$ cat src/design/assert_macros.svh
// ----------------------------------------------------------------------------
// assert_macros.svh
// Concurrent assertion shorthands used by voxel_range_histogram_top.
// ----------------------------------------------------------------------------
`ifndef ASSERT_MACROS_SVH
`define ASSERT_MACROS_SVH

// same-cycle implication, disabled while reset is asserted (active low)
`define ASSERT_IMPLIES(lbl, clk, rst_n, ante, cons) \
  lbl: assert property (@(posedge clk) disable iff (!(rst_n)) (ante) |-> (cons)) \
    else $error("assertion failed: implication");

// next-cycle implication
`define ASSERT_NEXT(lbl, clk, rst_n, ante, cons) \
  lbl: assert property (@(posedge clk) disable iff (!(rst_n)) (ante) |=> (cons)) \
    else $error("assertion failed: next-cycle implication");

// plain invariant
`define ASSERT_ALWAYS(lbl, clk, rst_n, expr) \
  lbl: assert property (@(posedge clk) disable iff (!(rst_n)) (expr)) \
    else $error("assertion failed: invariant");

`endif

$ cat src/design/vrh_pkg.sv
// ----------------------------------------------------------------------------
// vrh_pkg
// Shared types and constants of the voxel range histogram.
// ----------------------------------------------------------------------------
package vrh_pkg;

  localparam int BINS_W  = 9;   // width of the bins_in_use register
  localparam int QUOT_W  = 9;   // quotient bits of the bin divider
  localparam int IDX_W   = 8;   // bin_index / read_bin width
  localparam int OUT_W   = 32;  // bin_count width
  localparam int PADDR_W = 4;
  localparam int PDATA_W = 32;

  localparam logic [1:0] REG_RANGE_LOW   = 2'd0;
  localparam logic [1:0] REG_RANGE_HIGH  = 2'd1;
  localparam logic [1:0] REG_BINS_IN_USE = 2'd2;

  localparam logic [15:0] RANGE_LOW_RST   = 16'd0;
  localparam logic [15:0] RANGE_HIGH_RST  = 16'd65535;
  localparam logic [BINS_W-1:0] BINS_RST  = 9'd256;

  // controller -> datapath
  typedef struct packed {
    logic in_take;   // latch the accepted item
    logic mul;       // form product and special-case flags
    logic div_step;  // one restoring division step
    logic rd;        // read the count store
    logic wb;        // write back, and load the output register on a read
    logic clr_step;  // clear one entry of the count store
  } vrh_cmd_t;

  // datapath -> controller
  typedef struct packed {
    logic is_read;   // latched item is a read-and-clear
    logic out_free;  // output register can take a result this cycle
    logic clr_last;  // clearing pass is at its last entry
  } vrh_status_t;

endpackage

$ cat src/design/vrh_ctrl.sv
// ----------------------------------------------------------------------------
// vrh_ctrl
// Controller: clearing pass, item sequencing and divider step count.
// ----------------------------------------------------------------------------
module vrh_ctrl (
  input  logic                 clk,
  input  logic                 rst_n,
  input  logic                 in_valid,
  input  logic                 in_mode,
  output logic                 in_stall,
  output vrh_pkg::vrh_cmd_t    cmd,
  input  vrh_pkg::vrh_status_t status
);
  import vrh_pkg::*;

  localparam logic [2:0] ST_CLEAR = 3'd0;
  localparam logic [2:0] ST_IDLE  = 3'd1;
  localparam logic [2:0] ST_MUL   = 3'd2;
  localparam logic [2:0] ST_DIV   = 3'd3;
  localparam logic [2:0] ST_RD    = 3'd4;
  localparam logic [2:0] ST_WB    = 3'd5;

  localparam int CNT_W = $clog2(QUOT_W);

  logic [2:0]       state_r;
  logic [2:0]       state_nxt;
  logic [CNT_W-1:0] cnt_r;
  logic [CNT_W-1:0] cnt_nxt;

  assign in_stall = (state_r != ST_IDLE);

  always_comb begin
    state_nxt = state_r;
    cnt_nxt   = cnt_r;
    cmd       = '0;
    unique case (state_r)
      ST_CLEAR: begin
        cmd.clr_step = 1'b1;
        if (status.clr_last) begin
          state_nxt = ST_IDLE;
        end
      end
      ST_IDLE: begin
        if (in_valid) begin
          cmd.in_take = 1'b1;
          state_nxt   = in_mode ? ST_RD : ST_MUL;
        end
      end
      ST_MUL: begin
        cmd.mul   = 1'b1;
        cnt_nxt   = '0;
        state_nxt = ST_DIV;
      end
      ST_DIV: begin
        cmd.div_step = 1'b1;
        cnt_nxt      = cnt_r + CNT_W'(1);
        if (cnt_r == CNT_W'(QUOT_W - 1)) begin
          state_nxt = ST_RD;
        end
      end
      ST_RD: begin
        cmd.rd    = 1'b1;
        state_nxt = ST_WB;
      end
      ST_WB: begin
        // a read waits here until the output register has room
        if (!status.is_read || status.out_free) begin
          cmd.wb    = 1'b1;
          state_nxt = ST_IDLE;
        end
      end
      default: state_nxt = ST_IDLE;
    endcase
  end

  always_ff @(posedge clk) begin
    if (!rst_n) begin
      state_r <= ST_CLEAR;
      cnt_r   <= '0;
    end else begin
      state_r <= state_nxt;
      cnt_r   <= cnt_nxt;
    end
  end

endmodule

$ cat config.mk
export PLATFORM = sky130hd
export DESIGN_NAME = vrh_ctrl
export DESIGN_NICKNAME = d
export VERILOG_FILES = /design/src/design/assert_macros.svh /design/src/design/vrh_pkg.sv /design/src/design/vrh_ctrl.sv
export SDC_FILE = /design/constraint.sdc
export NUM_CORES = 1
export LEC_CHECK = 0
export BUFFER_PORTS_ARGS = -buffer_cell sky130_fd_sc_hd__buf_2
export CORE_AREA = 2 2 39 41
export CTS_CLUSTER_SIZE = 24
export DETAILED_ROUTE_END_ITERATION = 10
export DIE_AREA = 0 0 41 43
export REMOVE_ABC_BUFFERS = 1
export SYNTH_ARGS = -nofsm -noshare
export SYNTH_HDL_FRONTEND = slang
export SYNTH_SLANG_ARGS = --single-unit
export TNS_END_PERCENT = 1
$ cat constraint.sdc
create_clock -name clk -period 1.4 [get_ports clk]
set_input_delay 0.28 -clock clk [delete_from_list [all_inputs] [get_ports clk]]
set_output_delay 0.28 -clock clk [all_outputs]
set_load 0.01 [all_outputs]
After elaboration in Yosys (flattened, before gate mapping)
Index checks and enable logic that the tools add are counted.

operators by class
  $add $sub $neg = 1
  equal/unequal tests = 11
  mux-type cells = 15
  reductions and logical operators = 5

operators with widths
  cell                   count
  $pmux W3 S6            1
  $mux W3                5
  $mux W1                8
  $ne A2 B2 Y1 const B   4
  $pmux W4 S2            1
  $eq A3 B2 Y1 const B   2
  $eq A3 B3 Y1 const B   2
  $add A4 B1 Y4 const B  1
  $eq A4 B4 Y1 const B   1
  $reduce_and A4 Y1      1
  $eq A3 B1 Y1 const B   1
  $logic_not A3 Y1       1
  $ne A3 B1 Y1 const B   1
  $reduce_bool A2 Y1     1
  $logic_not A1 Y1       1
  $logic_or A1 B1 Y1     1

word-level totals
  register bits after elaboration = 7
  word-level logic and storage cells = 34

Longest topological paths before layout
Gate-level depths: netlist of the first run.

  word-level depth = 4
  gate-level depth with buffers = 6
  gate-level depth less buffers = 6

Worst setup path after synthesis of the first run
OpenSTA, ideal clock, no wires.

  path kind = reg-to-reg
  start point = register state_r[2]
  end point = register state_r[2]
  slack = 0.186 ns
  path buffers = 1
  arrival time = 1.143 ns
  cell stages (with the launch flop) = 6
  path through = dfxtp_1 > buf_6 > nor3_1 > nand2b_1 > nand3_1 > mux2i_1

on the way
  word-level cells in the longest chain between the ends = 3
  elaborated cells on any way between the ends = 12

ends and longest elaborated chain
  what                                        RTL line        RTL
  start: declaration                          vrh_ctrl.sv:25  logic [2:0] state_r;
  start signal: assignment                    vrh_ctrl.sv:81  state_r <= state_nxt;
  $eq A3 B3 Y1, or another cell as far along  vrh_ctrl.sv:36  unique case (state_r)
  $ne A2 B2 Y1 (no source line)               -
  $reduce_and A4 Y1 (no source line)          -

Parallel ways exist; a longest one is shown, timed or not.
A chain may end at the register's enable or synchronous reset.

==> impl_metrics.xml, run 1 <==
<?xml version="1.0" encoding="UTF-8"?>
<metrics>
  <group name="run_status">
    <metric name="status" unit="">finished, final reports clean</metric>
  </group>
  <group name="clock_tree">
    <metric name="cts_tree" unit="">built</metric>
    <metric name="root_buffer" unit="">sky130_fd_sc_hd__clkbuf_4</metric>
    <metric name="clk_transition_reported_paths" unit="ns">0.05</metric>
    <metric name="clock_latency" unit="ns">0.25</metric>
    <metric name="cts.sinks" unit="">7</metric>
    <metric name="clockBufferDepth" unit="">2</metric>
    <metric name="cts_inserted_buffers" unit="">3</metric>
    <metric name="cts_htree_levels" unit="">1</metric>
    <metric name="post_cts_hold_buffer_count" unit="">0</metric>
  </group>
  <group name="critical_path">
    <metric name="criticalPathCategory" unit="">flop to output port</metric>
    <metric name="worst_r2r_path_depth" unit="">6</metric>
    <metric name="crit-reg2reg-capture" unit="">state_r[0]</metric>
    <metric name="max_stage_delay" unit="ns">0.37</metric>
    <metric name="cp-end-kind" unit="">output port</metric>
    <metric name="crit_buf_inv" unit="">1</metric>
    <metric name="path_delay_family" unit="">flip-flops</metric>
    <metric name="r2r_setup_slack" unit="ns">0.20</metric>
    <metric name="reg2reg_from" unit="">cnt_r[0]</metric>
    <metric name="startpoint_type" unit="">flop</metric>
    <metric name="crit_arrival" unit="ns">1.08</metric>
    <metric name="crit_path_top_delay_cell" unit="">sky130_fd_sc_hd__dfxtp_4</metric>
    <metric name="worst-path-max-fanout" unit="">7</metric>
    <metric name="data_required_time_at_the_worst_endpoint" unit="ns">1.12</metric>
    <metric name="cp_cell_sequence" unit="">nand2b_1, nor3b_2, buf_2</metric>
  </group>
  <group name="timing">
    <metric name="timing_worst_slew_pin_value" unit="ns">0.232</metric>
    <metric name="layout_worst_path_cycle_share" unit="%">97.1</metric>
    <metric name="final.setup.worst_slack" unit="ns">0.0400</metric>
    <metric name="final_period_minus_worst_setup_slack" unit="ns">1.36</metric>
    <metric name="setup_viol" unit="">0</metric>
    <metric name="timing.final.hold_violations" unit="">0</metric>
    <metric name="fmax" unit="MHz">735</metric>
    <metric name="grt_setup_unrepaired" unit="">yes</metric>
    <metric name="final_max_slew_viol_count" unit="">0</metric>
    <metric name="clock-skew-final" unit="ns">0.000437</metric>
    <metric name="timing.slew.headroom" unit="%">84.4</metric>
  </group>
  <group name="finish">
    <metric name="multi_input_area" unit="µm²">289</metric>
    <metric name="final_layout_size_suffix_gt1_share" unit="%">33.3</metric>
    <metric name="area_growth" unit="%">25.9</metric>
    <metric name="nets" unit="">85</metric>
    <metric name="seqCellArea" unit="µm²">151</metric>
    <metric name="final_cell_area" unit="µm²">584</metric>
    <metric name="num-fill-cells" unit="">152</metric>
    <metric name="antenna_cells" unit="">0</metric>
  </group>
  <group name="die">
    <metric name="fp.dieH" unit="µm">43</metric>
    <metric name="die_w" unit="µm">41</metric>
    <metric name="num_rows" unit="">14</metric>
    <metric name="floorplan.core_area" unit="µm²">1380</metric>
    <metric name="ioPinCount" unit="">14</metric>
    <metric name="die_area" unit="µm²">1760</metric>
    <metric name="initial_core_util" unit="%">33.5</metric>
  </group>
  <group name="yosys">
    <metric name="postSynthRegisterBits" unit="">7</metric>
    <metric name="muxShareOfSynthArea" unit="%">2.16</metric>
    <metric name="synth-simple-area-share" unit="%">36.9</metric>
    <metric name="synth_area" unit="µm²">464</metric>
    <metric name="synth-compound-area-share" unit="%">14.8</metric>
    <metric name="synth_sequential_area_ratio" unit="%">30.2</metric>
    <metric name="yosys.cell_types.count" unit="">26</metric>
    <metric name="synthXorXnorAreaFrac" unit="%">0</metric>
    <metric name="synthesis.instances" unit="">60</metric>
    <metric name="syn_avg_cell_area" unit="µm²">7.74</metric>
    <metric name="synth_warnings" unit="">0</metric>
    <metric name="synth_top_family_by_area" unit="">simple AND/OR/NAND/NOR gates</metric>
    <metric name="share_of_synthesized_cell_area_in_full_adder_half_adder_and_majority_cells" unit="%">5.39</metric>
  </group>
  <group name="grt">
    <metric name="grt_pass1_vias" unit="">398</metric>
    <metric name="maximum_number_of_pins_on_one_net_before_global_route_repair" unit="">11</metric>
    <metric name="globalRouteOverflowTotal" unit="">0</metric>
    <metric name="antenna_found_initial" unit="">0</metric>
    <metric name="grtUsageTotal" unit="%">13.4</metric>
    <metric name="grt_first_pass_wirelength" unit="mm">1.58</metric>
  </group>
  <group name="detailed_routing">
    <metric name="drt.antenna.violating_nets" unit="">0</metric>
    <metric name="drt_wl_total" unit="µm">991</metric>
    <metric name="via_count_of_the_routed_design" unit="">441</metric>
    <metric name="drt-wirelength-per-cell" unit="µm">10.9</metric>
    <metric name="drt_drc" unit="">0</metric>
    <metric name="vias_per_cell" unit="">4.85</metric>
    <metric name="drt-initial-drc-count" unit="">2</metric>
    <metric name="detailedRoute.firstPassIterationCount" unit="">4</metric>
  </group>
  <group name="placement">
    <metric name="port-buffer-count" unit="">13</metric>
    <metric name="post_dp_cell_area" unit="µm²">527</metric>
    <metric name="post-place-ws" unit="ns">0.127</metric>
    <metric name="post_detailed_placement_half_perimeter_wirelength" unit="µm">699</metric>
    <metric name="place_congestion" unit="">0.727</metric>
  </group>
  <group name="pwr">
    <metric name="pwr-share-comb" unit="%">23.9</metric>
    <metric name="share_of_power_burned_in_registers" unit="%">42.3</metric>
    <metric name="power_report.internal_total" unit="µW">386</metric>
    <metric name="clock_power_share" unit="%">33.8</metric>
    <metric name="net-switching-power" unit="µW">169</metric>
    <metric name="netSwitchingFraction" unit="%">30.5</metric>
    <metric name="cellPowerDensity" unit="nW/µm²">951</metric>
    <metric name="power.ir.vdd_worst" unit="mV">0.419</metric>
    <metric name="power_leakage" unit="nW">0.259</metric>
  </group>
  <group name="flow_run">
    <metric name="drv_cap" unit="">0</metric>
  </group>
  <group name="hold_path">
    <metric name="number_of_cells_on_the_worst_hold_path" unit="">2</metric>
    <metric name="whs_endpoint" unit="">state_r[0]</metric>
    <metric name="holdCritPathClass" unit="">primary input to flop</metric>
    <metric name="min_from" unit="">rst_n</metric>
  </group>
</metrics>
[cell usage after synthesis, drive strengths merged]
master   n  share of area (%)
nor3     2                2.2
nand3    3                3.2
nand3b   1                1.6
nand2b   4                5.4
buf      3                6.5
o221ai   1                1.9
nand2   10                9.7
a2111o   1                2.4
ha       2                5.4
a21boi   1                1.6
a21oi    1                1.1
mux2i    1                2.2
o22ai    1                1.3
o21ai    4                4.3
and3b    1                1.9
and2     4                5.4
nor3b    1                1.6
dfxtp    7                 30
o311a    1                2.2
nor2b    2                2.7
nor2     4                3.2
inv      5                4.0
[state kept, by name (all words and copies together) (netlist names)]
register / cells
cnt_r: 4
state_r: 3
[per-stage QoR]
stage | TNS, ns | instances | hold slack [ns] | util [%] | total power, mW
finish | 0 | 91 | 0.312 | 42.2 | 0.556
detailed placement | 0 | 87 | 0.491 | 38.1 | 0.362
floorplan | 0 | 57 | 0.402 | - | 0.311
global placement | 0 | 87 | 0.480 | 38.1 | 0.364
CTS | 0 | 91 | 0.303 | 40.5 | 0.559
global route | -0.0236 | 91 | 0.319 | 42.2 | 0.593
[power by group through the flow]
stage	Clock (mW)	Combinational [mW]	Sequential [mW]
floorplan	0	0.0785	0.232
global placement	0	0.128	0.236
detailed placement	0	0.127	0.235
CTS	0.197	0.129	0.234
global route	0.205	0.149	0.238
finish	0.188	0.133	0.235
[per-layer routing]
metal  share of wire [%]  global-route usage (%)
met3                 3.9                    6.28
met2                  49                    18.4
met4                 1.2                    6.00
met5                   0                       0
met1                  46                    17.0
[timing repair]
item,CTS,global route
gates resized for setup,5,6
pin swaps,0,0
setup buffers,0,0
setup endpoints to repair,5,4
[layout by cell type, fill, tap and decap left out, drive strengths merged]
master / instances
ha: 2
o22ai: 1
inv: 5
buf: 14
o311a: 1
nor3b: 1
o21ai: 4
nand2: 10
nor2b: 2
dfxtp: 7
nand3b: 1
nand3: 3
nand2b: 4
a21oi: 1
a2111o: 1
clkbuf: 4
and2: 4
and3b: 1
o221ai: 1
nor2: 4
nor3: 2
a21boi: 1
mux2i: 1
[logic make-up after synthesis]
group,after synthesis
and+or+nand+nor,32
AOI/OAI and AO/OA,10
DFF,7
adders and majority gates,2
muxes,1
buffers and inverters,8
[layout make-up]
class,count,area share [%]
well taps,16,3.43
inverters,5,3.21
clock buffers,4,4.50
multi-input cells,45,49.5
flip-flops and latches,7,25.9
repair buffers,14,13.5
[worst max-delay path by stage]
stage	endpoint	from	slack, ns	cells after the start
after floorplan	state_r[0]	state_r[2]	0.17	4
after global placement	state_r[2]	status[1]	0.12	5
after detailed placement	state_r[2]	state_r[2]	0.13	4
after CTS	cmd[4]	state_r[2]	0.0009	3
after global routing	cmd[2]	state_r[1]	-0.01	3
final	cmd[1]	state_r[1]	0.04	3
(Power assumes the default switching activity.)
==> inputs of run 2 (changes only) <==
==> constraint.sdc (replaced) <==
create_clock -name clk -period 1.5 [get_ports clk]
set_input_delay 0.3 -clock clk [delete_from_list [all_inputs] [get_ports clk]]
set_output_delay 0.3 -clock clk [all_outputs]
set_load 0.01 [all_outputs]
==> impl_metrics.xml, run 2 (synthesized netlist as in run 1, its figures left out) <==
<?xml version="1.0" encoding="UTF-8"?>
<metrics>
  <group name="run_status">
    <metric name="status" unit="">finished, final reports clean</metric>
  </group>
  <group name="critical_path">
    <metric name="data_required_time_at_the_worst_endpoint" unit="ns">1.20</metric>
    <metric name="max_stage_delay" unit="ns">0.36</metric>
    <metric name="crit-reg2reg-capture" unit="">state_r[2]</metric>
    <metric name="worst_r2r_path_depth" unit="">4</metric>
    <metric name="criticalPathCategory" unit="">flop to output port</metric>
    <metric name="cp-end-kind" unit="">output port</metric>
    <metric name="worst-path-max-fanout" unit="">10</metric>
    <metric name="crit_path_top_delay_cell" unit="">sky130_fd_sc_hd__dfxtp_2</metric>
    <metric name="cp_cell_sequence" unit="">nand2b_2, nor2_1, buf_2</metric>
    <metric name="startpoint_type" unit="">flop</metric>
    <metric name="reg2reg_from" unit="">state_r[2]</metric>
    <metric name="r2r_setup_slack" unit="ns">0.28</metric>
    <metric name="crit_arrival" unit="ns">1.11</metric>
  </group>
  <group name="clock_tree">
    <metric name="clockBufferDepth" unit="">2</metric>
    <metric name="cts_resized" unit="">2</metric>
    <metric name="cts_htree_levels" unit="">1</metric>
    <metric name="cts_tree" unit="">built</metric>
    <metric name="clock_latency" unit="ns">0.25</metric>
    <metric name="cts.sinks" unit="">7</metric>
    <metric name="clk_transition_reported_paths" unit="ns">0.06</metric>
    <metric name="cts_post_setup_buffers_inserted" unit="">0</metric>
    <metric name="root_buffer" unit="">sky130_fd_sc_hd__clkbuf_4</metric>
    <metric name="post_cts_hold_buffer_count" unit="">0</metric>
    <metric name="cts_inserted_buffers" unit="">3</metric>
  </group>
  <group name="finish">
    <metric name="layout.cells.most_common_list" unit="">13 x sky130_fd_sc_hd__buf_2, 9 x sky130_fd_sc_hd__nand2_1</metric>
    <metric name="area_growth" unit="%">21.8</metric>
    <metric name="max_flop_register" unit="">cnt_r</metric>
    <metric name="leading_cell_type_in_the_layout_fill_and_taps_excluded" unit="">sky130_fd_sc_hd__buf_2</metric>
    <metric name="max_reg_flops" unit="">4</metric>
    <metric name="final_cell_area" unit="µm²">566</metric>
    <metric name="antenna_cells" unit="">0</metric>
    <metric name="nets" unit="">85</metric>
    <metric name="instances_no_fill" unit="">91</metric>
    <metric name="final_layout_size_suffix_gt1_share" unit="%">33.3</metric>
    <metric name="largestRegisters" unit="">cnt_r: 4 flops, state_r: 3 flops</metric>
    <metric name="utilization" unit="%">40.9</metric>
  </group>
  <group name="pwr">
    <metric name="power.ir.vdd_worst" unit="mV">0.277</metric>
    <metric name="power_leakage" unit="nW">0.257</metric>
    <metric name="cellPowerDensity" unit="nW/µm²">916</metric>
    <metric name="p_total" unit="µW">518</metric>
  </group>
  <group name="placement">
    <metric name="place_congestion" unit="">0.801</metric>
    <metric name="port-buffer-count" unit="">13</metric>
    <metric name="post_dp_cell_area" unit="µm²">527</metric>
    <metric name="post-place-ws" unit="ns">0.198</metric>
    <metric name="dp.cells" unit="">87</metric>
    <metric name="post_detailed_placement_half_perimeter_wirelength" unit="µm">703</metric>
  </group>
  <group name="detailed_routing">
    <metric name="via_count_of_the_routed_design" unit="">444</metric>
    <metric name="drt_wl_total" unit="µm">946</metric>
    <metric name="drt-initial-drc-count" unit="">1</metric>
    <metric name="drt_drc" unit="">0</metric>
    <metric name="vias_per_cell" unit="">4.88</metric>
    <metric name="detailedRoute.firstPassIterationCount" unit="">2</metric>
    <metric name="drt.antenna.violating_nets" unit="">0</metric>
    <metric name="drt-wirelength-per-cell" unit="µm">10.4</metric>
  </group>
  <group name="hold_path">
    <metric name="holdCritPathClass" unit="">primary input to flop</metric>
    <metric name="min_from" unit="">rst_n</metric>
    <metric name="whs_endpoint" unit="">state_r[0]</metric>
    <metric name="number_of_cells_on_the_worst_hold_path" unit="">2</metric>
  </group>
  <group name="timing">
    <metric name="fmax" unit="MHz">710</metric>
    <metric name="clock-skew-final" unit="ns">0.00126</metric>
    <metric name="fin_setup_tns" unit="ns">0</metric>
    <metric name="hold-worst-slack" unit="ns">0.341</metric>
    <metric name="final_period_minus_worst_setup_slack" unit="ns">1.41</metric>
    <metric name="final_max_slew_viol_count" unit="">0</metric>
    <metric name="timing.final.hold_violations" unit="">0</metric>
    <metric name="grt_setup_unrepaired" unit="">no</metric>
    <metric name="timing.slew.headroom" unit="%">88.2</metric>
    <metric name="timing_worst_slew_pin_value" unit="ns">0.176</metric>
    <metric name="setup_viol" unit="">0</metric>
    <metric name="layout_worst_path_cycle_share" unit="%">93.9</metric>
    <metric name="final.setup.worst_slack" unit="ns">0.0918</metric>
  </group>
  <group name="grt">
    <metric name="globalRouteOverflowTotal" unit="">0</metric>
    <metric name="maximum_number_of_pins_on_one_net_before_global_route_repair" unit="">11</metric>
    <metric name="antenna_found_initial" unit="">0</metric>
    <metric name="grt_pass1_vias" unit="">380</metric>
    <metric name="grt_first_pass_wirelength" unit="mm">1.61</metric>
    <metric name="grtUsageTotal" unit="%">13.8</metric>
  </group>
  <group name="die">
    <metric name="num_rows" unit="">14</metric>
    <metric name="initial_core_util" unit="%">33.5</metric>
    <metric name="die_w" unit="µm">41</metric>
    <metric name="ioPinCount" unit="">14</metric>
    <metric name="die_area" unit="µm²">1760</metric>
    <metric name="fp.dieH" unit="µm">43</metric>
    <metric name="floorplan.core_area" unit="µm²">1380</metric>
  </group>
  <group name="flow_run">
    <metric name="drv_cap" unit="">0</metric>
  </group>
</metrics>
## run 2: worst max path at each step
stage / from / end / slack, ns / depth (start not counted)
6_report: state_r[2] / cmd[4] / 0.09 / 3
5_1_grt: state_r[2] / cmd[4] / 0.01 / 3
4_1_cts: state_r[2] / cmd[4] / 0.009 / 3
3_5_place_dp: status[1] / state_r[2] / 0.20 / 5
3_3_place_gp: state_r[2] / state_r[0] / 0.20 / 4
2_1_floorplan: state_r[2] / state_r[0] / 0.27 / 4
## run 2: area by class of cell
type	instances	area [µm²]
fillers	153	818
clock buffers	4	26.3
well taps	16	20.0
repair buffers	14	72.6
multi-input cells	45	284
flip-flops and latches	7	144
inverters	5	18.8
## run 2: report_power, final
part	internal [mW]	switching [mW]	leakage (nW)	total (mW)
Clock	0.102	0.0728	0.0150	0.175
Sequential	0.198	0.0202	0.0580	0.219
Combinational	0.0594	0.0654	0.184	0.125
## run 2: layer usage
layer	track usage (%)	up-vias	part of all wire (%)	wire, µm
li1	-	233	-	-
met1	20.9	206	49	459
met2	15.9	3	49	460
met3	3.14	2	1.7	16
met4	10.0	0	1.1	10
met5	0	-	0	0
## run 2: critical path, delay by kind of cell (launching register included)
kind | cells | cell delay (ns)
buf+inv | 1 | 0.13
flops | 1 | 0.36
simple gates | 2 | 0.36
