**src/design/assert_macros.svh**
```systemverilog
// ----------------------------------------------------------------------------
// assert_macros.svh
// Concurrent assertion shorthands used by voxel_range_histogram_top.
// ----------------------------------------------------------------------------
`ifndef ASSERT_MACROS_SVH
`define ASSERT_MACROS_SVH

// same-cycle implication, disabled while reset is asserted (active low)
`define ASSERT_IMPLIES(lbl, clk, rst_n, ante, cons) \
  lbl: assert property (@(posedge clk) disable iff (!(rst_n)) (ante) |-> (cons)) \
    else $error("assertion failed: implication");

// next-cycle implication
`define ASSERT_NEXT(lbl, clk, rst_n, ante, cons) \
  lbl: assert property (@(posedge clk) disable iff (!(rst_n)) (ante) |=> (cons)) \
    else $error("assertion failed: next-cycle implication");

// plain invariant
`define ASSERT_ALWAYS(lbl, clk, rst_n, expr) \
  lbl: assert property (@(posedge clk) disable iff (!(rst_n)) (expr)) \
    else $error("assertion failed: invariant");

`endif

```
**src/design/vrh_pkg.sv**
```systemverilog
// ----------------------------------------------------------------------------
// vrh_pkg
// Shared types and constants of the voxel range histogram.
// ----------------------------------------------------------------------------
package vrh_pkg;

  localparam int BINS_W  = 9;   // width of the bins_in_use register
  localparam int QUOT_W  = 9;   // quotient bits of the bin divider
  localparam int IDX_W   = 8;   // bin_index / read_bin width
  localparam int OUT_W   = 32;  // bin_count width
  localparam int PADDR_W = 4;
  localparam int PDATA_W = 32;

  localparam logic [1:0] REG_RANGE_LOW   = 2'd0;
  localparam logic [1:0] REG_RANGE_HIGH  = 2'd1;
  localparam logic [1:0] REG_BINS_IN_USE = 2'd2;

  localparam logic [15:0] RANGE_LOW_RST   = 16'd0;
  localparam logic [15:0] RANGE_HIGH_RST  = 16'd65535;
  localparam logic [BINS_W-1:0] BINS_RST  = 9'd256;

  // controller -> datapath
  typedef struct packed {
    logic in_take;   // latch the accepted item
    logic mul;       // form product and special-case flags
    logic div_step;  // one restoring division step
    logic rd;        // read the count store
    logic wb;        // write back, and load the output register on a read
    logic clr_step;  // clear one entry of the count store
  } vrh_cmd_t;

  // datapath -> controller
  typedef struct packed {
    logic is_read;   // latched item is a read-and-clear
    logic out_free;  // output register can take a result this cycle
    logic clr_last;  // clearing pass is at its last entry
  } vrh_status_t;

endpackage

```
**src/design/vrh_cfg.sv**
```systemverilog
// ----------------------------------------------------------------------------
// vrh_cfg
// APB register file: range bounds and number of bins in use.
// ----------------------------------------------------------------------------
module vrh_cfg #(
  parameter int SAMPLE_BITS = 16
) (
  input  logic                        clk,
  input  logic                        rst_n,
  input  logic                        psel,
  input  logic                        penable,
  input  logic                        pwrite,
  input  logic [vrh_pkg::PADDR_W-1:0] paddr,
  input  logic [vrh_pkg::PDATA_W-1:0] pwdata,
  output logic [vrh_pkg::PDATA_W-1:0] prdata,
  output logic                        pready,
  output logic [SAMPLE_BITS-1:0]      range_low,
  output logic [SAMPLE_BITS-1:0]      range_high,
  output logic [vrh_pkg::BINS_W-1:0]  bins_in_use
);
  import vrh_pkg::*;

  logic [SAMPLE_BITS-1:0] range_low_r;
  logic [SAMPLE_BITS-1:0] range_high_r;
  logic [BINS_W-1:0]      bins_r;
  logic [1:0]             reg_idx;
  logic                   wr_en;

  assign reg_idx = paddr[3:2];
  assign wr_en   = psel && penable && pwrite;
  assign pready  = 1'b1;

  always_ff @(posedge clk) begin
    if (!rst_n) begin
      range_low_r  <= SAMPLE_BITS'(RANGE_LOW_RST);
      range_high_r <= SAMPLE_BITS'(RANGE_HIGH_RST);
      bins_r       <= BINS_RST;
    end else if (wr_en) begin
      unique case (reg_idx)
        REG_RANGE_LOW:   range_low_r  <= pwdata[SAMPLE_BITS-1:0];
        REG_RANGE_HIGH:  range_high_r <= pwdata[SAMPLE_BITS-1:0];
        REG_BINS_IN_USE: bins_r       <= pwdata[BINS_W-1:0];
        default: ;
      endcase
    end
  end

  always_comb begin
    unique case (reg_idx)
      REG_RANGE_LOW:   prdata = PDATA_W'(range_low_r);
      REG_RANGE_HIGH:  prdata = PDATA_W'(range_high_r);
      REG_BINS_IN_USE: prdata = PDATA_W'(bins_r);
      default:         prdata = '0;
    endcase
  end

  assign range_low   = range_low_r;
  assign range_high  = range_high_r;
  assign bins_in_use = bins_r;

endmodule

```
**config.mk**
```make
export PLATFORM = sky130hd
export DESIGN_NAME = vrh_cfg
export DESIGN_NICKNAME = d
export VERILOG_FILES = /design/src/design/assert_macros.svh /design/src/design/vrh_pkg.sv /design/src/design/vrh_cfg.sv
export SDC_FILE = /design/constraint.sdc
export NUM_CORES = 1
export LEC_CHECK = 0
export BUFFER_PORTS_ARGS = -buffer_cell sky130_fd_sc_hd__clkbuf_2
export CORE_ASPECT_RATIO = 0.8
export CORE_MARGIN = 2
export CORE_UTILIZATION = 45
export DETAILED_ROUTE_END_ITERATION = 6
export GPL_TIMING_DRIVEN = 0
export PLACE_DENSITY = 0.8
export SETUP_SLACK_MARGIN = 0.3
export SLEW_MARGIN = 15
export SYNTH_ARGS = -nofsm -noshare
export SYNTH_HDL_FRONTEND = slang
export SYNTH_SLANG_ARGS = --single-unit
```
**constraint.sdc**
```tcl
create_clock -name clk -period 1.5 [get_ports clk]
set_clock_uncertainty 0.1 [all_clocks]
set_input_delay 0.075 -clock clk [delete_from_list [all_inputs] [get_ports clk]]
set_output_delay 0.075 -clock clk [all_outputs]
set_load 0.03 [all_outputs]
```
Word-level counts from Yosys, hierarchy flattened
Cells that the tools add are included.
{ "totals": {"output_inout_bits": 74, "reg_bits": 41, "elab_cells": 12} }
{ "classes": {"mux": 1, "reduce_logical": 6, "eq_ne": 2} }
{ "ops": {"columns": ["op", "count"], "rows": [
  ["$pmux W16 S3", 1],
  ["$reduce_and A2 Y1", 3],
  ["$eq A2 B1 Y1 const B", 1],
  ["$eq A2 B2 Y1 const B", 1],
  ["$logic_and A1 B1 Y1", 2],
  ["$logic_not A2 Y1", 1]
]} }

Longest topological paths before layout
Gate-level depths: netlist of the first run.
{ "depth": {"ltp_word": 3, "ltp_mapped": 5, "mapped_depth_nobuf": 3} }

Worst setup path before layout of the first run
Ideal clock, no wire load.
{ "synth_timing": {"path_kind": "register -> output", "from": "register range_high_r[0], in the netlist range_high[0]", "to": "output prdata[0] (netlist name)", "arrival_ns": 1.311, "stages_incl_launch_ff": 3, "slack_ns": 0.014, "n_path_buf": 0, "cell_sequence": "dfxtp_1 mux2i_1 o21ai_0"} }
{ "synth_via": {"elab_chain_len": 1} }
{ "synth_lines": {"columns": ["element", "line_no", "text"], "rows": [
  ["start, declared", "vrh_cfg.sv:24", "logic [SAMPLE_BITS-1:0] range_high_r;"],
  ["start signal, assigned", "vrh_cfg.sv:36", "range_high_r <= SAMPLE_BITS'(RANGE_HIGH_RST);"],
  ["start signal, assigned", "vrh_cfg.sv:41", "REG_RANGE_HIGH: range_high_r <= pwdata[SAMPLE_BITS-1:0];"],
  ["$pmux W16 S3", "vrh_cfg.sv:49", "unique case (reg_idx)"],
  ["end, declared", "vrh_cfg.sv:15", "output logic [vrh_pkg::PDATA_W-1:0] prdata,"]
]} }
Every way passes these cells.

Worst setup path in the final report of the first run
{ "layout_timing": {"from": "register range_low_r[8], in the netlist range_low[8]", "to": "output prdata[8] (netlist name)"} }
{ "layout_via": {"elab_chain_len": 1} }
{ "layout_lines": {"columns": ["element", "line_no", "text"], "rows": [
  ["start, declared", "vrh_cfg.sv:23", "logic [SAMPLE_BITS-1:0] range_low_r;"],
  ["start signal, assigned", "vrh_cfg.sv:35", "range_low_r <= SAMPLE_BITS'(RANGE_LOW_RST);"],
  ["start signal, assigned", "vrh_cfg.sv:40", "REG_RANGE_LOW: range_low_r <= pwdata[SAMPLE_BITS-1:0];"],
  ["$pmux W16 S3", "vrh_cfg.sv:49", null]
]} }
Every way passes these cells.

==> qor.txt, run 1 <==
status - finished, final reports clean
dpl cells - 390
min-delay src - paddr[3]
Power Density - 785.7 nW/um^2
CP Class - flip-flop to output port
CP Launch Point - range_low[8]
total grt overflow - 0
DRC violations left - 0
layout cells sized above 1 - 0.4959
flops & latches, synth - 41
Max clock buf depth - 2
I/O pin count - 115
DR top layer - met4
fin nets - 409
Worst-Margin Slew - 0.5583 ns
chip width - 81.21 um
worst r2r src - range_high[1]
P_leak - 0.001442 uW
Final Setup Violations - 0
total CTS buffers - 5
Buffers on Ports - 78
WL final - 6204 um
total track usage - 0.2372
number of synthesized flops with an enable pin - 0
Yosys top cell by area - dfxtp_1
TritonRoute pass-1 iters - 4
max_cap viols - 0
via count - 2,037
1st-iter DRT viols - 51
Final GP Congestion - 0.7376
DP HPWL - 3964 um
Final Cycle Share - 0.8076
Core Rows - 22
largest net degree at the start of global routing - 13
final hold vios - 0
cells on worst reg2reg path - 3
min Tclk post-route - 1.211 ns
share of flip-flops with an asynchronous set or reset - 0
cell with the most instances after synthesis - mux2i_1
Slew Limit Headroom - 0.6278
H-tree depth - 2
final slew viol count - 0
WL met2 - 2912 um
clock tree root driver cell - clkbuf_8
sequential area share after synthesis - 0.3825
Syn. warnings - 0
crit path DAT - 1.04 ns
worst hold path depth - 3
WL met3 - 375 um
P&R area growth vs syn - 54.69%
total power - 2608 uW
Hold Crit Class - input pin to flip-flop
vias in the first global route - 1,991
clock latency on the worst-skew pair - 0.30 ns
count of distinct cell types in the synthesized netlist - 16
DR vias/cell - 4.748
cells after synthesis - 237
die height - 65.77 um
top_reg_cell synth - dfxtp_1
RSZ-0062 raised after global routing - true
top cell type's share of synthesized area - 0.3825
Starting Density - 0.4668
synth cell count leaders - mux2i_1 (57), nand2_1 (49), dfxtp_1 (41)
CORE AREA - 4597 sq um
Post-DRT Antenna Nets - 0
die area - 5340 sq um
wire length on met1 - 2815 um
TritonCTS clock tree - built
Req. time, crit path - 1.32 ns
Sink Count - 41
fin cells - 429
clk slew on worst S/H paths - 0.08 ns
WL/cell - 14.46 um
main area contributors after synthesis - dfxtp_1 (38%), mux2i_1 (27%), nor2b_1 (9.9%)
initial antenna violation count - 0
CP Max Fanout - 3
first-pass GRT wire length - 9480 um
CP Launch Type - flip-flop
Antenna Cells - 0
area of the mapped netlist - 2146 sq um
mean post-synth cell area - 9.054 sq um
Critical Path Sink Type - output port
FMAX - 0.8255 GHz
VDD IR max - 552.8 uV
path summary, 6_finish.rpt:
path | endpoint | slack, ns
worst min-delay path | range_low[7] | 0.07
worst max register to register | range_high[1] | 0.65
worst min register to register | range_low[8] | 0.37
worst max-delay path | prdata[8] | 0.29
critical path, cell delays in order, from the launching register on:
cell	delay, ns
dfxtp_2	0.34
mux2i_1	0.08
o21ai_2	0.14
clkbuf_8	0.18
per-layer routing:
layer	up-vias	global-route usage
met1	957	0.3052
met2	74	0.3895
li1	996	-
met4	0	0.09322
met3	10	0.04808
met5	-	0
stage by stage:
stage          setup TNS, ns  setup WS, ns  cell area [sq um]  hold WS [ns]    util
2_1_floorplan              0        0.3384               2253        0.1172       -
3_3_place_gp          -1.440       -0.1732               2719        0.2203  0.5915
3_5_place_dp          -1.443       -0.1738               2719        0.2311  0.5915
4_1_cts                    0        0.2824               3206       0.04740  0.6973
5_1_grt                    0        0.2342               3319       0.07289  0.7221
6_report                   0        0.2886               3319       0.07043  0.7221
cells in the final DEF, fill, tap and decap left out, drive strengths merged:
master | Yosys | routed
mux2i | 57 | 57
nor3 | 1 | 1
nor2 | 7 | 7
nand2 | 49 | 49
clkbuf | 8 | 87
nor2b | 34 | 34
nor3b | 2 | 2
bufinv | 0 | 1
dfxtp | 41 | 41
buf | 26 | 47
o21ai | 9 | 9
conb | 2 | 17
nand3 | 1 | 1
dlygate4sd3 | 0 | 16
power breakdown:
part	switching [uW]	internal [uW]	total (uW)
registers	11.0	1100	1110
logic	318	245	563
clock network	388	543	931
timing repair:
action,in CTS,in global routing
resized for setup,56,29
hold buffers,16,0
buffers inserted,7,7
setup endpoints to repair,16,16
hold endpoints to repair,40,0
cloned,0,1
kinds of logic (layout without fill, tap and decap cells):
family	Yosys count	count (layout)	share of synthesized area
AND/OR/NAND/NOR	94	94	0.2187
buffers and inverters	34	151	0.1084
multiplexers	57	57	0.2659
AO/OA/AOI/OAI	9	9	0.02099
other	2	17	0.003500
flip-flops	41	41	0.3825
final cells by class:
class | instances | area (sq um)
timing repair buffer | 109 | 777.0
clock inverter | 1 | 30.03
sequential | 41 | 859.6
tap | 60 | 75.07
multi-input combinational | 177 | 1226
clock buffer | 7 | 86.33
buffer | 34 | 265.3
fill | 364 | 1277
flip-flops by register name, summed over array words and instances (netlist names):
name and count:
bins_in_use 9, range_low 16, range_high 16
(Power assumes the default switching activity.)
==> run 2: changes to the inputs <==
==> constraint.sdc (replaced) <==
create_clock -name clk -period 1.25 [get_ports clk]
set_clock_uncertainty 0.1 [all_clocks]
set_input_delay 0.0625 -clock clk [delete_from_list [all_inputs] [get_ports clk]]
set_output_delay 0.0625 -clock clk [all_outputs]
set_load 0.03 [all_outputs]
==> run 2 against run 1 <==
Compared with the run above:
- the flow now finishes with violations (setup timing)
- sequential cell count stayed put
- non-clock buffer count rose by 24
- sequential share of layout area shrank 3.1 points
- cell count up 5.6%
- die area unchanged
- design area is 25% higher
- combinational power is 39% higher
- count of clock-buffer cells in the layout down 1
- critical path type unchanged
- critical endpoint is now prdata[5]
- highest routed layer unchanged
==> qor.txt, run 2 (synthesis results as in run 1) <==
status - complete, but fails checks (was finished, final reports clean)
violated checks - setup timing
Slew Limit Headroom - 0.6285 (was 0.6278)
FMAX - 0.7566 GHz
min Tclk post-route - 1.322 ns
Fin Setup TNS - -0.1671 ns (was 0 ns)
worst hold path depth - 3 (unchanged)
Sink Count - 41 (unchanged)
1st-iter DRT viols - 176 (was 51)
total track usage - 0.2744 (was 0.2372)
Power Density - 753.7 nW/um^2 (was 785.7 nW/um^2)
final slew viol count - 0 (unchanged)
largest net degree at the start of global routing - 14 (was 13)
Final Hold Slack - 0.1326 ns (was 0.07043 ns)
P&R area growth vs syn - 93.88% (was 54.69%)
commonest non-fill, non-tap cell in the layout - nand2_1 (was clkbuf_2)
Post-DRT Antenna Nets - 0 (unchanged)
final hold vios - 0 (unchanged)
fin nets - 433 (was 409)
CP Launch Type - flip-flop (unchanged)
Hold Crit Class - input pin to flip-flop (unchanged)
CP max stage cell - dfxtp_4 (was dfxtp_2)
P_leak - 0.001741 uW (was 0.001442 uW)
crit-path max cell delay - 0.37 ns (was 0.34 ns)
DRC violations left - 0 (unchanged)
chip width - 81.21 um (unchanged)
initial antenna violation count - 0 (unchanged)
CP Max Fanout - 3 (unchanged)
CORE AREA - 4597 sq um (unchanged)
Core Rows - 22 (unchanged)
die area - 5340 sq um (unchanged)
clk slew on worst S/H paths - 0.08 ns (about the same)
Placement Setup Slack - -0.1538 ns (was -0.1738 ns)
fill count - 190 (was 364)
WL/cell - 18.97 um (was 14.46 um)
Final Setup Violations - 6 (was 0)
vias in the first global route - 2,192 (was 1,991)
first-pass GRT wire length - 10,870 um (was 9480 um)
total CTS buffers - 5 (unchanged)
die height - 65.77 um (unchanged)
cells on worst reg2reg path - 5 (was 3)
DP HPWL - 3978 um (was 3964 um)
Starting Density - 0.4668 (unchanged)
critical-path cell list - mux2i_2, o21ai_2, clkbuf_8 (was mux2i_1, o21ai_2, clkbuf_8)
Critical Path Sink Type - output port (unchanged)
Worst-Margin Slew - 0.5573 ns (was 0.5583 ns)
H-tree depth - 2 (unchanged)
Final Util - 0.9050 (was 0.7221)
clock tree root driver cell - clkbuf_8 (unchanged)
CP Class - flip-flop to output port (unchanged)
VDD IR max - 533.6 uV (was 552.8 uV)
Antenna Cells - 0 (unchanged)
I/O pin count - 115 (unchanged)
Buffers on Ports - 78 (unchanged)
DR vias/cell - 5.068 (was 4.748)
TritonCTS clock tree - built (unchanged)
Final GP Congestion - 0.7469 (was 0.7376)
Final Cycle Share - 1.057
clock latency on the worst-skew pair - 0.30 ns (about the same)
layout cells sized above 1 - 0.5802 (was 0.4959)
final worst-path setup slack - -0.07167 ns (was 0.2886 ns)
max_cap viols - 0 (unchanged)
Max clock buf depth - 2 (unchanged)
WL final - 8595 um (was 6204 um)
total power - 3136 uW (was 2608 uW)
TritonRoute pass-1 iters - 4 (unchanged)
via count - 2,296 (was 2,037)
crit path DAT - 1.16 ns (was 1.04 ns)
Req. time, crit path - 1.09 ns (was 1.32 ns)
commonest cells after routing, fill and taps aside - nand2_1 (48), mux2i_1 (47), buf_6 (32) (was clkbuf_2 (62), mux2i_1 (52), nand2_1 (49))
RSZ-0062 raised after global routing - true (unchanged)
total grt overflow - 0 (unchanged)
## run 2: cell types whose count changed in the layout (fill, tap and decap cells not counted), sizes merged
cell,change
clkbuf,-26
clkinv,+1
buf,+49
## run 2: where the power goes
group / internal [uW] / switching (uW)
Clock: 593 / 476
Sequential: 1270 / 19.1
Combinational: 357 / 424
## run 2: per-stage QoR
step | cells | instance area, sq um
5_1_grt | 453 | 4160
2_1_floorplan | 252 | 2405
3_5_place_dp | 390 | 2870
6_report | 453 | 4160
3_3_place_gp | 390 | 2870
4_1_cts | 435 | 3860
## run 2: final cells by class
cell class	count	area [sq um]	area share
repair buffers	133	1465	0.3522
multi-input cells	177	1282	0.3083
flip-flops and latches	41	947.2	0.2277
plain buffers	34	282.8	0.06797
well taps	60	75.07	0.01805
clock buffers	6	72.57	0.01744
clock inverters	2	35.03	0.008421
## run 2: worst max-delay path: cells and delay by family, from the launching register on
family	cells	cell delay, ns
flip-flops	1	0.37
multiplexers	1	0.21
buffers and inverters	1	0.18
AO/OA/AOI/OAI	1	0.10
## run 2: routing by layer
layer	up-vias	share of wire	global-route usage
li1	1052	-	-
met1	1116	0.39	0.3141
met2	107	0.53	0.4959
met3	21	0.056	0.04945
met4	0	0.028	0.1208
met5	-	0	0
## run 2: path summary, 6_finish.rpt
check | start | to | slack, ns
setup / recovery | range_low[5] | prdata[5] | -0.07
hold / removal | rst_n | range_high[0] | 0.13
setup reg to reg | range_high[15] | range_high[15] | 0.19
hold reg to reg | bins_in_use[6] | bins_in_use[6] | 0.38
## run 2: timing repair
action                                  4_1_cts  5_1_grt
buffers inserted                             21       17
endpoints found under the setup margin       77       71
hold endpoints to repair                     40        0
hold buffers                                 16        0
gates cloned                                  0        1
resized for setup                           139       70
pin swaps                                    11        5
==> run 3: changes to the inputs <==
--- a/config.mk
+++ b/config.mk
@@ -12,6 +12,7 @@
 export DETAILED_ROUTE_END_ITERATION = 6
 export GPL_TIMING_DRIVEN = 0
 export PLACE_DENSITY = 0.8
+export RECOVER_POWER = 100
 export SETUP_SLACK_MARGIN = 0.3
 export SLEW_MARGIN = 15
 export SYNTH_ARGS = -nofsm -noshare
==> run 3 against run 2 <==
Compared with the run above:
- highest routed layer unchanged
- die area unchanged
- largest cell class unchanged
- sequential share of layout area up 0.082 points
- clock power about the same
- the run still ends with setup timing left
- largest power group unchanged
- via count about the same
==> qor.txt, run 3 (synthesis results as in run 1) <==
status - complete, but fails checks (unchanged)
violated checks - setup timing (unchanged)
clock latency on the worst-skew pair - 0.30 ns (about the same)
min Tclk post-route - 1.328 ns (was 1.322 ns)
WL/cell - 19.06 um (was 18.97 um)
dpl cells - 390 (unchanged)
final hold vios - 0 (unchanged)
largest net degree at the start of global routing - 14 (unchanged)
reg2reg end - range_high[15] (unchanged)
FMAX - 0.7529 GHz (was 0.7566 GHz)
Power Density - 759.2 nW/um^2 (was 753.7 nW/um^2)
1st-iter DRT viols - 173 (was 176)
DRC violations left - 0 (unchanged)
TritonRoute pass-1 iters - 4 (unchanged)
DR vias/cell - 5.064 (was 5.068)
commonest cells after routing, fill and taps aside - nand2_1 (48), mux2i_1 (47), buf_6 (32) (unchanged)
CP Class - flip-flop to output port (unchanged)
Cell Int Power - 2216 uW (was 2217 uW)
CP max stage cell - dfxtp_4 (unchanged)
Max clock buf depth - 2 (unchanged)
final slew viol count - 0 (unchanged)
first-pass GRT wire length - 10,870 um (unchanged)
final worst-path setup slack - -0.07818 ns (was -0.07167 ns)
fin nets - 433 (unchanged)
Starting Density - 0.4668 (unchanged)
Fin Setup TNS - -0.2029 ns (was -0.1671 ns)
die height - 65.77 um (unchanged)
CP Max Fanout - 3 (unchanged)
VDD IR max - 544.7 uV (was 533.6 uV)
Sink Count - 41 (unchanged)
Min-Delay Endpoint - range_high[0] (unchanged)
cells on worst reg2reg path - 5 (unchanged)
switching share of total power - 0.2958 (was 0.2928)
layout cells sized above 1 - 0.5776 (was 0.5802)
CP Launch Type - flip-flop (unchanged)
clk slew on worst S/H paths - 0.09 ns (was 0.08 ns)
Switching Power - 931.1 uW (was 918.3 uW)
Logic pwr share - 0.247 (was 0.249)
crit-path max cell delay - 0.37 ns (about the same)
H-tree depth - 2 (unchanged)
clock tree root driver cell - clkbuf_8 (unchanged)
critical-path cell list - mux2i_2, o21ai_2, clkbuf_8 (unchanged)
Critical Path Sink Type - output port (unchanged)
Core Rows - 22 (unchanged)
chip width - 81.21 um (unchanged)
min-delay src - rst_n (unchanged)
commonest non-fill, non-tap cell in the layout - nand2_1 (unchanged)
vias in the first global route - 2,192 (unchanged)
Req. time, crit path - 1.09 ns (about the same)
R2R setup slack - 0.19 ns (about the same)
fin cells - 453 (unchanged)
crit path DAT - 1.17 ns (was 1.16 ns)
CORE AREA - 4597 sq um (unchanged)
DP HPWL - 3978 um (unchanged)
Final Hold Slack - 0.1261 ns (was 0.1326 ns)
Final Setup Violations - 6 (unchanged)
Final Cycle Share - 1.063 (was 1.057)
Antenna Cells - 0 (unchanged)
part of the power in the clock network - 0.344 (was 0.341)
total CTS buffers - 5 (unchanged)
Post-DRT Antenna Nets - 0 (unchanged)
max_cap viols - 0 (unchanged)
P&R area growth vs syn - 93.18% (was 93.88%)
RSZ-0062 raised after global routing - true (unchanged)
Slew Limit Headroom - 0.6178 (was 0.6285)
worst r2r src - range_high[15] (unchanged)
Final Util - 0.9017 (was 0.9050)
Worst-Margin Slew - 0.5733 ns (was 0.5573 ns)
via count - 2,294 (was 2,296)
die area - 5340 sq um (unchanged)
total track usage - 0.2744 (unchanged)
I/O pin count - 115 (unchanged)
P_leak - 0.001737 uW (was 0.001741 uW)
worst hold path depth - 3 (unchanged)
TritonCTS clock tree - built (unchanged)
Buffers on Ports - 78 (unchanged)
WL final - 8633 um (was 8595 um)
initial antenna violation count - 0 (unchanged)
total grt overflow - 0 (unchanged)
Final GP Congestion - 0.7469 (unchanged)
Reg power frac - 0.409 (was 0.410)
Placement Setup Slack - -0.1538 ns (unchanged)
Hold Crit Class - input pin to flip-flop (unchanged)
-- run 3: changes by cell type in the layout (fill, tap and decap cells not counted) --
cell,change
clkbuf_2,+1
nand3_2,-1
nand3_1,+1
buf_8,-1
-- run 3: worst max-delay path by stage --
| stage | from | to | slack [ns] | cells past startpoint |
|---|---|---|---|---|
| 4_1_cts | range_high[5] | prdata[5] | 0.02 | 3 |
| 5_1_grt | range_low[5] | prdata[5] | -0.07 | 3 |
| 3_5_place_dp | paddr[2] | range_low[15] | -0.15 | 5 |
| 6_report | range_low[5] | prdata[5] | -0.08 | 3 |
| 3_3_place_gp | paddr[2] | range_low[3] | -0.12 | 5 |
| 2_1_floorplan | paddr[2] | range_low[0] | 0.16 | 4 |
-- run 3: worst max-delay path: cells and delay by family (launching register included) --
kind / cells / cell delay (ns)
AO/OA/AOI/OAI: 1 / 0.10
multiplexers: 1 / 0.21
buffers and inverters: 1 / 0.18
flip-flops: 1 / 0.37
-- run 3: power by group through the flow --
| stage | sequential, uW | clock [uW] | combinational (uW) |
|---|---|---|---|
| 5_1_grt | 1290 | 1120 | 812 |
| 3_5_place_dp | 1310 | 0 | 554 |
| 4_1_cts | 1280 | 1050 | 696 |
| 3_3_place_gp | 1310 | 0 | 549 |
| 6_report | 1290 | 1080 | 779 |
| 2_1_floorplan | 1340 | 0 | 381 |
-- run 3: area by class of cell --
type	count	area [sq um]
clock inverter	2	35.03
clock buffer	6	72.57
buffer	34	272.8
timing repair buffer	133	1465
sequential	41	947.2
multi-input combinational	177	1277
fill	192	451.7
tap	60	75.07
-- run 3: what timing repair did --
action,in CTS,in global routing
hold buffers,16,0
resized for setup,139,70
endpoints found under the hold margin,40,0
pin swaps,11,5
buffers inserted,21,17
setup endpoints to repair,77,71
cloned,0,1
-- run 3: metrics by stage --
stage                     cell area [sq um]  total power [uW]
after CTS                              3860              3024
after detailed placement               2870              1865
final                                  4145              3147
after floorplan                        2405              1724
after global routing                   4145              3215
after global placement                 2870              1859
-- run 3: routing by layer --
metal  vias up  GRT usage  wire, um
met5         -          0         0
met4         0     0.1208       244
met1      1112     0.3141      3420
met2       109     0.4959      4509
met3        21    0.04945       459
li1       1052          -         -
